===== config.mk =====
export PLATFORM = sky130hd
export DESIGN_NAME = bpe_marker_cleaner
export DESIGN_NICKNAME = d
export VERILOG_FILES = /design/src/design/bmc_pkg.sv /design/src/design/bmc_decode.sv /design/src/design/bmc_outbuf.sv /design/src/design/bpe_marker_cleaner.sv
export VERILOG_INCLUDE_DIRS = /design/src /design/src/design
export SDC_FILE = /design/constraint.sdc
export NUM_CORES = 1
export LEC_CHECK = 0
export BUFFER_PORTS_ARGS = -buffer_cell sky130_fd_sc_hd__buf_2
export CAP_MARGIN = 20
export CORE_ASPECT_RATIO = 0.9
export CORE_UTILIZATION = 48
export CTS_CLUSTER_SIZE = 28
export DETAILED_ROUTE_END_ITERATION = 6
export MAX_ROUTING_LAYER = met4
export PLACE_DENSITY = 0.76
export RECOVER_POWER = 50
export SYNTH_ARGS = -nofsm -noshare
export SYNTH_HDL_FRONTEND = slang
export SYNTH_SLANG_ARGS = --single-unit

===== constraint.sdc =====
create_clock -name clk -period 4.4 [get_ports clk]
set_input_delay 0.66 -clock clk [delete_from_list [all_inputs] [get_ports clk]]
set_output_delay 0.66 -clock clk [all_outputs]
set_load 0.01 [all_outputs]

===== src/design/bpe_marker_cleaner_assert.svh =====
// Assertion macros of the marker cleaner RTL, included by its top level.
`ifndef BPE_MARKER_CLEANER_ASSERT_SVH
`define BPE_MARKER_CLEANER_ASSERT_SVH

// checked out of reset only
`define BMC_ASSERT(lbl, prop, msg) \
  lbl: assert property (@(posedge clk) disable iff (!rst_n) prop) else $error(msg);

// checked during reset as well
`define BMC_ASSERT_ALWAYS(lbl, prop, msg) \
  lbl: assert property (@(posedge clk) prop) else $error(msg);

`endif


===== src/design/bmc_pkg.sv =====
// Types and constants of the BPE marker cleaner.
package bmc_pkg;

  typedef enum logic [1:0] {
    HOLD_NONE = 2'd0,
    HOLD_C4   = 2'd1,
    HOLD_E2   = 2'd2,
    HOLD_E296 = 2'd3
  } hold_t;

  localparam logic [7:0] BYTE_C4    = 8'hC4;
  localparam logic [7:0] BYTE_A0    = 8'hA0;
  localparam logic [7:0] BYTE_8A    = 8'h8A;
  localparam logic [7:0] BYTE_80    = 8'h80;
  localparam logic [7:0] BYTE_C0    = 8'hC0;
  localparam logic [7:0] BYTE_E2    = 8'hE2;
  localparam logic [7:0] BYTE_96    = 8'h96;
  localparam logic [7:0] BYTE_81    = 8'h81;
  localparam logic [7:0] BYTE_SPACE = 8'h20;
  localparam logic [7:0] BYTE_LF    = 8'h0A;

  localparam int unsigned GRP_MAX = 3;

  // results caused by one input byte; entry 0 leaves first
  typedef struct packed {
    logic [1:0]              cnt;
    logic [GRP_MAX-1:0][7:0] data;
    logic                    byte_valid;
    logic                    last;
  } grp_t;

endpackage


===== src/design/bmc_decode.sv =====
// Marker matching: held prefix and one byte in, result group and next prefix out.
module bmc_decode
  import bmc_pkg::*;
(
  input  hold_t      held,
  input  logic [7:0] in_byte,
  input  logic       in_end_of_text,
  output grp_t       grp,
  output hold_t      held_nxt
);

  always_comb begin
    logic do_fresh;
    grp        = '0;
    grp.byte_valid = 1'b1;
    held_nxt   = HOLD_NONE;
    do_fresh   = 1'b0;

    unique case (held)
      HOLD_NONE: begin
        do_fresh = 1'b1;
      end
      HOLD_C4: begin
        if (in_byte == BYTE_A0) begin
          grp.data[grp.cnt] = BYTE_SPACE;
          grp.cnt = grp.cnt + 2'd1;
        end else if (in_byte == BYTE_8A) begin
          grp.data[grp.cnt] = BYTE_LF;
          grp.cnt = grp.cnt + 2'd1;
        end else if (in_byte >= BYTE_80 && in_byte < BYTE_C0) begin
          held_nxt = HOLD_NONE;
        end else begin
          grp.data[grp.cnt] = BYTE_C4;
          grp.cnt = grp.cnt + 2'd1;
          do_fresh = 1'b1;
        end
      end
      HOLD_E2: begin
        if (in_byte == BYTE_96) begin
          held_nxt = HOLD_E296;
        end else begin
          grp.data[grp.cnt] = BYTE_E2;
          grp.cnt = grp.cnt + 2'd1;
          do_fresh = 1'b1;
        end
      end
      HOLD_E296: begin
        if (in_byte == BYTE_81) begin
          grp.data[grp.cnt] = BYTE_SPACE;
          grp.cnt = grp.cnt + 2'd1;
        end else begin
          grp.data[grp.cnt] = BYTE_E2;
          grp.cnt = grp.cnt + 2'd1;
          grp.data[grp.cnt] = BYTE_96;
          grp.cnt = grp.cnt + 2'd1;
          do_fresh = 1'b1;
        end
      end
    endcase

    if (do_fresh) begin
      if (in_byte == BYTE_C4) begin
        held_nxt = HOLD_C4;
      end else if (in_byte == BYTE_E2) begin
        held_nxt = HOLD_E2;
      end else begin
        held_nxt = HOLD_NONE;
        grp.data[grp.cnt] = in_byte;
        grp.cnt = grp.cnt + 2'd1;
      end
    end

    if (in_end_of_text) begin
      unique case (held_nxt)
        HOLD_NONE: begin
        end
        HOLD_C4: begin
          grp.data[grp.cnt] = BYTE_C4;
          grp.cnt = grp.cnt + 2'd1;
        end
        HOLD_E2: begin
          grp.data[grp.cnt] = BYTE_E2;
          grp.cnt = grp.cnt + 2'd1;
        end
        HOLD_E296: begin
          grp.data[grp.cnt] = BYTE_E2;
          grp.cnt = grp.cnt + 2'd1;
          grp.data[grp.cnt] = BYTE_96;
          grp.cnt = grp.cnt + 2'd1;
        end
      endcase
      held_nxt = HOLD_NONE;
      if (grp.cnt == 2'd0) begin
        // bare end marker
        grp.cnt        = 2'd1;
        grp.data       = '0;
        grp.byte_valid = 1'b0;
      end
      grp.last = 1'b1;
    end
  end

endmodule


===== src/design/bmc_outbuf.sv =====
// Result register: holds one group and hands it out a byte per transfer.
module bmc_outbuf
  import bmc_pkg::*;
(
  input  logic       clk,
  input  logic       rst_n,
  input  logic       load,
  input  grp_t       grp,
  output logic       can_load,
  output logic       out_valid,
  input  logic       out_ready,
  output logic [7:0] out_byte,
  output logic       out_byte_valid,
  output logic       out_last
);

  logic [1:0]              cnt_r;
  logic [1:0]              cnt_nxt;
  logic [GRP_MAX-1:0][7:0] data_r;
  logic [GRP_MAX-1:0][7:0] data_nxt;
  logic                    bv_r;
  logic                    last_r;
  logic                    take;

  assign out_valid      = (cnt_r != 2'd0);
  assign take           = out_valid && out_ready;
  assign can_load       = (cnt_r == 2'd0) || ((cnt_r == 2'd1) && out_ready);
  assign out_byte       = data_r[0];
  assign out_byte_valid = bv_r;
  assign out_last       = last_r && (cnt_r == 2'd1);

  always_comb begin
    cnt_nxt  = cnt_r;
    data_nxt = data_r;
    if (load) begin
      cnt_nxt  = grp.cnt;
      data_nxt = grp.data;
    end else if (take) begin
      cnt_nxt  = cnt_r - 2'd1;
      data_nxt = {8'h00, data_r[GRP_MAX-1:1]};
    end
  end

  always_ff @(posedge clk) begin
    if (!rst_n) begin
      cnt_r <= 2'd0;
    end else begin
      cnt_r <= cnt_nxt;
    end
    data_r <= data_nxt;
    if (load) begin
      bv_r   <= grp.byte_valid;
      last_r <= grp.last;
    end
  end

endmodule


===== src/design/bpe_marker_cleaner.sv =====
// Top level of the BPE marker cleaner.
// Takes one byte of token text per transfer and emits cleaned bytes: C4 A0 and
// E2 96 81 become a space, C4 8A a newline, other C4 xx (xx in 80..BF) vanish,
// and a prefix that fails to match goes out unchanged. A byte is accepted every
// cycle while each byte yields at most one result and out_ready is high; a byte
// that yields more (at most three) holds the input until the result register
// is down to its last result and out_ready is high, as it hands out one byte
// per transfer. End of text flushes any held prefix and marks the final result
// with out_last, or sends a bare marker with out_byte_valid low if there is none.
module bpe_marker_cleaner
  import bmc_pkg::*;
(
  input  logic       clk,
  input  logic       rst_n,
  input  logic       in_valid,
  output logic       in_ready,
  input  logic [7:0] in_byte,
  input  logic       in_end_of_text,
  output logic       out_valid,
  input  logic       out_ready,
  output logic [7:0] out_byte,
  output logic       out_byte_valid,
  output logic       out_last
);

`include "bpe_marker_cleaner_assert.svh"

  hold_t held_r;
  hold_t held_nxt;
  grp_t  grp;
  logic  in_fire;
  logic  can_load;

  bmc_decode u_decode (
    .held           (held_r),
    .in_byte        (in_byte),
    .in_end_of_text (in_end_of_text),
    .grp            (grp),
    .held_nxt       (held_nxt)
  );

  assign in_ready = can_load;
  assign in_fire  = in_valid && in_ready;

  bmc_outbuf u_outbuf (
    .clk            (clk),
    .rst_n          (rst_n),
    .load           (in_fire && (grp.cnt != 2'd0)),
    .grp            (grp),
    .can_load       (can_load),
    .out_valid      (out_valid),
    .out_ready      (out_ready),
    .out_byte       (out_byte),
    .out_byte_valid (out_byte_valid),
    .out_last       (out_last)
  );

  always_ff @(posedge clk) begin
    if (!rst_n) begin
      held_r <= HOLD_NONE;
    end else if (in_fire) begin
      held_r <= held_nxt;
    end
  end

  `BMC_ASSERT(a_eot_clears, in_fire && in_end_of_text |=> held_r == HOLD_NONE, "prefix held after end of text")
  `BMC_ASSERT(a_bare_marker, out_valid && !out_byte_valid |-> out_last && (out_byte == 8'h00), "bad bare marker")
  `BMC_ASSERT(a_fire_output, in_fire && !in_end_of_text && (held_r == HOLD_NONE) && (in_byte != BYTE_C4) && (in_byte != BYTE_E2) |=> out_valid && (out_byte == $past(in_byte)), "plain byte not passed")
  `BMC_ASSERT_ALWAYS(a_reset_idle, !rst_n |=> !out_valid && (held_r == HOLD_NONE), "not idle after reset")

endmodule


==> out/summary.txt <==
Post-synth EDFFs = 26
Die area = 5940 um2
Number of remaining DRC errors = 0
Clk slew on worst S/H paths = 0.07 ns
Clock share of power = 19.6%
Finished Layout Cells = 370
Mapped Cells = 280
HPWL Detailed = 5460 um
Cell area after synthesis = 2710 um2
Worst Skew = 0.00536 ns
Total Power = 1.11 mW
First-pass GRT wire length = 11800 um
Final WS setup = 0.257 ns
Fraction of layout cells with a size suffix above 1 = 21.8%
Psw = 0.386 mW
Hold Crit Depth = 1
F_max = 241 MHz
Cts bufs inserted = 5
Row Count = 25
Crit path arrival time = 4.30 ns
Post-synthesis compound-gate area fraction = 28.6%
Hold Path Origin = u_outbuf.data_r[18]
Number of synthesized register bits = 30
Die Y-Extent = 73.2 um
Xor/xnor share of the synthesized area = 0.324%
Setup TNS = 0 ns
Longest Clk Path Bufs = 2
Clk sinks = 30
Cts hold-fix bufs = 0
Synth unique cells = 81
Top_reg_cell synth = edfxtp_1
Nets = 325
Worst Reg-to-Reg Cells = 15
CTS tree = yes
Period minus WS final = 4.14 ns
Finished Cell Area = 2910 um2
Area contributors post-synth = edfxtp_1 (29%), ha_1 (4.6%), nand2_1 (3.9%)
Inst Count DP = 362
Syn_nets = 303
Yosys top cell by area = edfxtp_1
Sequential Power Share = 44.7%
Vias in the first global route = 2288
Worst-margin pin slew = 0.719 ns
GPL Wtd Cong = 0.985
Pre-antenna DRT Iters = 5
Crit. End Element = register
Top post-synthesis cells by count = nand2_1 (28), edfxtp_1 (26), o21ai_0 (17)
Post-Synth Adder-Cell Area = 4.63%
Crit start category = input port
Via count = 2448
Die W = 81.1 um
CTS HTree Levels = 2
Initial antenna violation count = 0
Diode count = 0
GRT overflow = 0
Routed WL = 7190 um
Filler Cell Count = 492
Run status = finished, final reports clean
Starting Density = 50.6%
Yosys warnings = 0
Leakage power = 1.12 nW
VDD IR max = 0.000395 V
Asr flop ratio synth = 0%
P_int = 0.726 mW
Worst rel slew slack = 52.0%
RR Startpoint = held_r[1]
RSZ-0062 raised after global routing = no
Hold Path Class = reg -> reg
Cells resized by post-CTS repair = 0
Final Cycle Share = 94.2%
Top cell type's share of synthesized area = 28.9%
Final Hold Viols = 0
Port-buffer cells = 24
Setup Viol. Count Final = 0
Final Max Tran Viols = 0
IO Pins = 25
MaxCap Viol Count = 0
Layout overhead on the synthesized area = 7.72%
WS Path Type = in -> reg
Crit-path max FO = 8
Total track usage = 27.5%
CP required = 4.56 ns
Mux cell area share after synthesis = 3.93%
Syn_area_per_cell = 9.66 um2
Hold endpoint = u_outbuf.data_r[10]
Pre-CTS setup slack = 0.0275 ns
DRT iter0 DRCs = 358
Placeable core region = 5350 um2
Final ANT Viol Nets = 0
Pwr Density = 381 nW/um2
Largest net degree at the start of global routing = 26
CTS Root Buffer Type = clkbuf_8
Seq/Total Area, Yosys = 31.8%
Logic pwr share = 35.7%
Final core utilization = 54.5%
Min Hold Slack = 0.545 ns
Post-CTS Setup Repair Bufs = 0
Largest family of logic cells by synthesized area = compound AO/OA/AOI/OAI gates
Clock latency on the worst-skew pair = 0.28 ns
Post-Synth Simple-Gate Area = 22.7%
DR WL/cell = 19.4 um
Drt via density = 6.62
Most numerous cell in the Yosys netlist = nand2_1
Dpl cell area = 2850 um2
Sw Ratio = 34.7%
R2R setup slack = 0.48 ns
RR Endpoint = u_outbuf.out_byte[0]
## layer usage
layer	vias up	GRT usage, %	share of wire [%]
li1	1125	-	-
met1	1139	36.9	43
met2	156	40.7	43
met3	28	6.00	11
met4	0	9.52	3.2
met5	-	-	0
## state kept, by name (all words and copies together), names as in the netlist
| name | count |
|---|---|
| held_r | 2 |
| u_outbuf.out_byte_valid | 1 |
| u_outbuf.out_byte | 8 |
| u_outbuf.data_r | 16 |
| u_outbuf.last_r | 1 |
| u_outbuf.cnt_r | 2 |
## placed cells by master, fill, tap and decap left out, drive strengths merged, types with 9 or more instances in the layout
cell type and count:
a21oi 15, and2 9, buf 25, clkbuf 18, edfxtp 26, ha 10
inv 13, nand2 30, nor2 11, o21ai 18
## critical path, stage by stage
cell,delay (ns)
buf_2,0.15
nand2b_4,0.20
nor4b_2,0.40
o21ai_0,0.23
o22ai_1,0.27
ha_1,0.29
mux2_2,0.27
and2_1,0.19
inv_1,0.11
ha_1,0.21
o21ai_2,0.09
o211ai_4,0.14
o31ai_1,0.14
a2111oi_1,0.59
buf_4,0.21
a32o_1,0.16
## power by group through the flow
stage                     Combinational [mW]  Sequential, mW  Clock, mW
after floorplan                        0.339           0.493          0
after global placement                 0.410           0.498          0
after detailed placement               0.417           0.502          0
after CTS                              0.418           0.496      0.222
after global routing                   0.444           0.510      0.236
final                                  0.397           0.497      0.218
## how the worst max path moves through the flow
| stage | endpoint | depth (start not counted) | start |
|---|---|---|---|
| after floorplan | u_outbuf.data_r[12] | 16 | in_byte[2] |
| after global placement | u_outbuf.out_byte[0] | 16 | in_byte[3] |
| after detailed placement | u_outbuf.out_byte[0] | 16 | in_byte[3] |
| after CTS | u_outbuf.out_byte[0] | 16 | in_byte[3] |
| after global routing | u_outbuf.out_byte[0] | 16 | in_byte[3] |
| final | u_outbuf.out_byte[0] | 16 | in_byte[6] |
## layout make-up
| cell class | count | area [um2] | area share, % |
|---|---|---|---|
| Multi-Input combinational cell | 213 | 1620 | 55.6 |
| Timing Repair Buffer | 38 | 208 | 7.13 |
| Clock buffer | 5 | 68.8 | 2.36 |
| Tap cell | 67 | 83.8 | 2.88 |
| Sequential cell | 30 | 861 | 29.5 |
| Inverter | 14 | 55.1 | 1.89 |
| Clock inverter | 3 | 16.3 | 0.558 |
## cell families after synthesis
| family | count (synthesis) |
|---|---|
| buffers and inverters | 37 |
| DFF | 30 |
| AOI/OAI and AO/OA | 99 |
| and+or+nand+nor | 95 |
| adders and majority gates | 10 |
| xor gates and xnor gates | 1 |
| muxes | 8 |
Note: power is estimated with default switching activity, not from simulation.
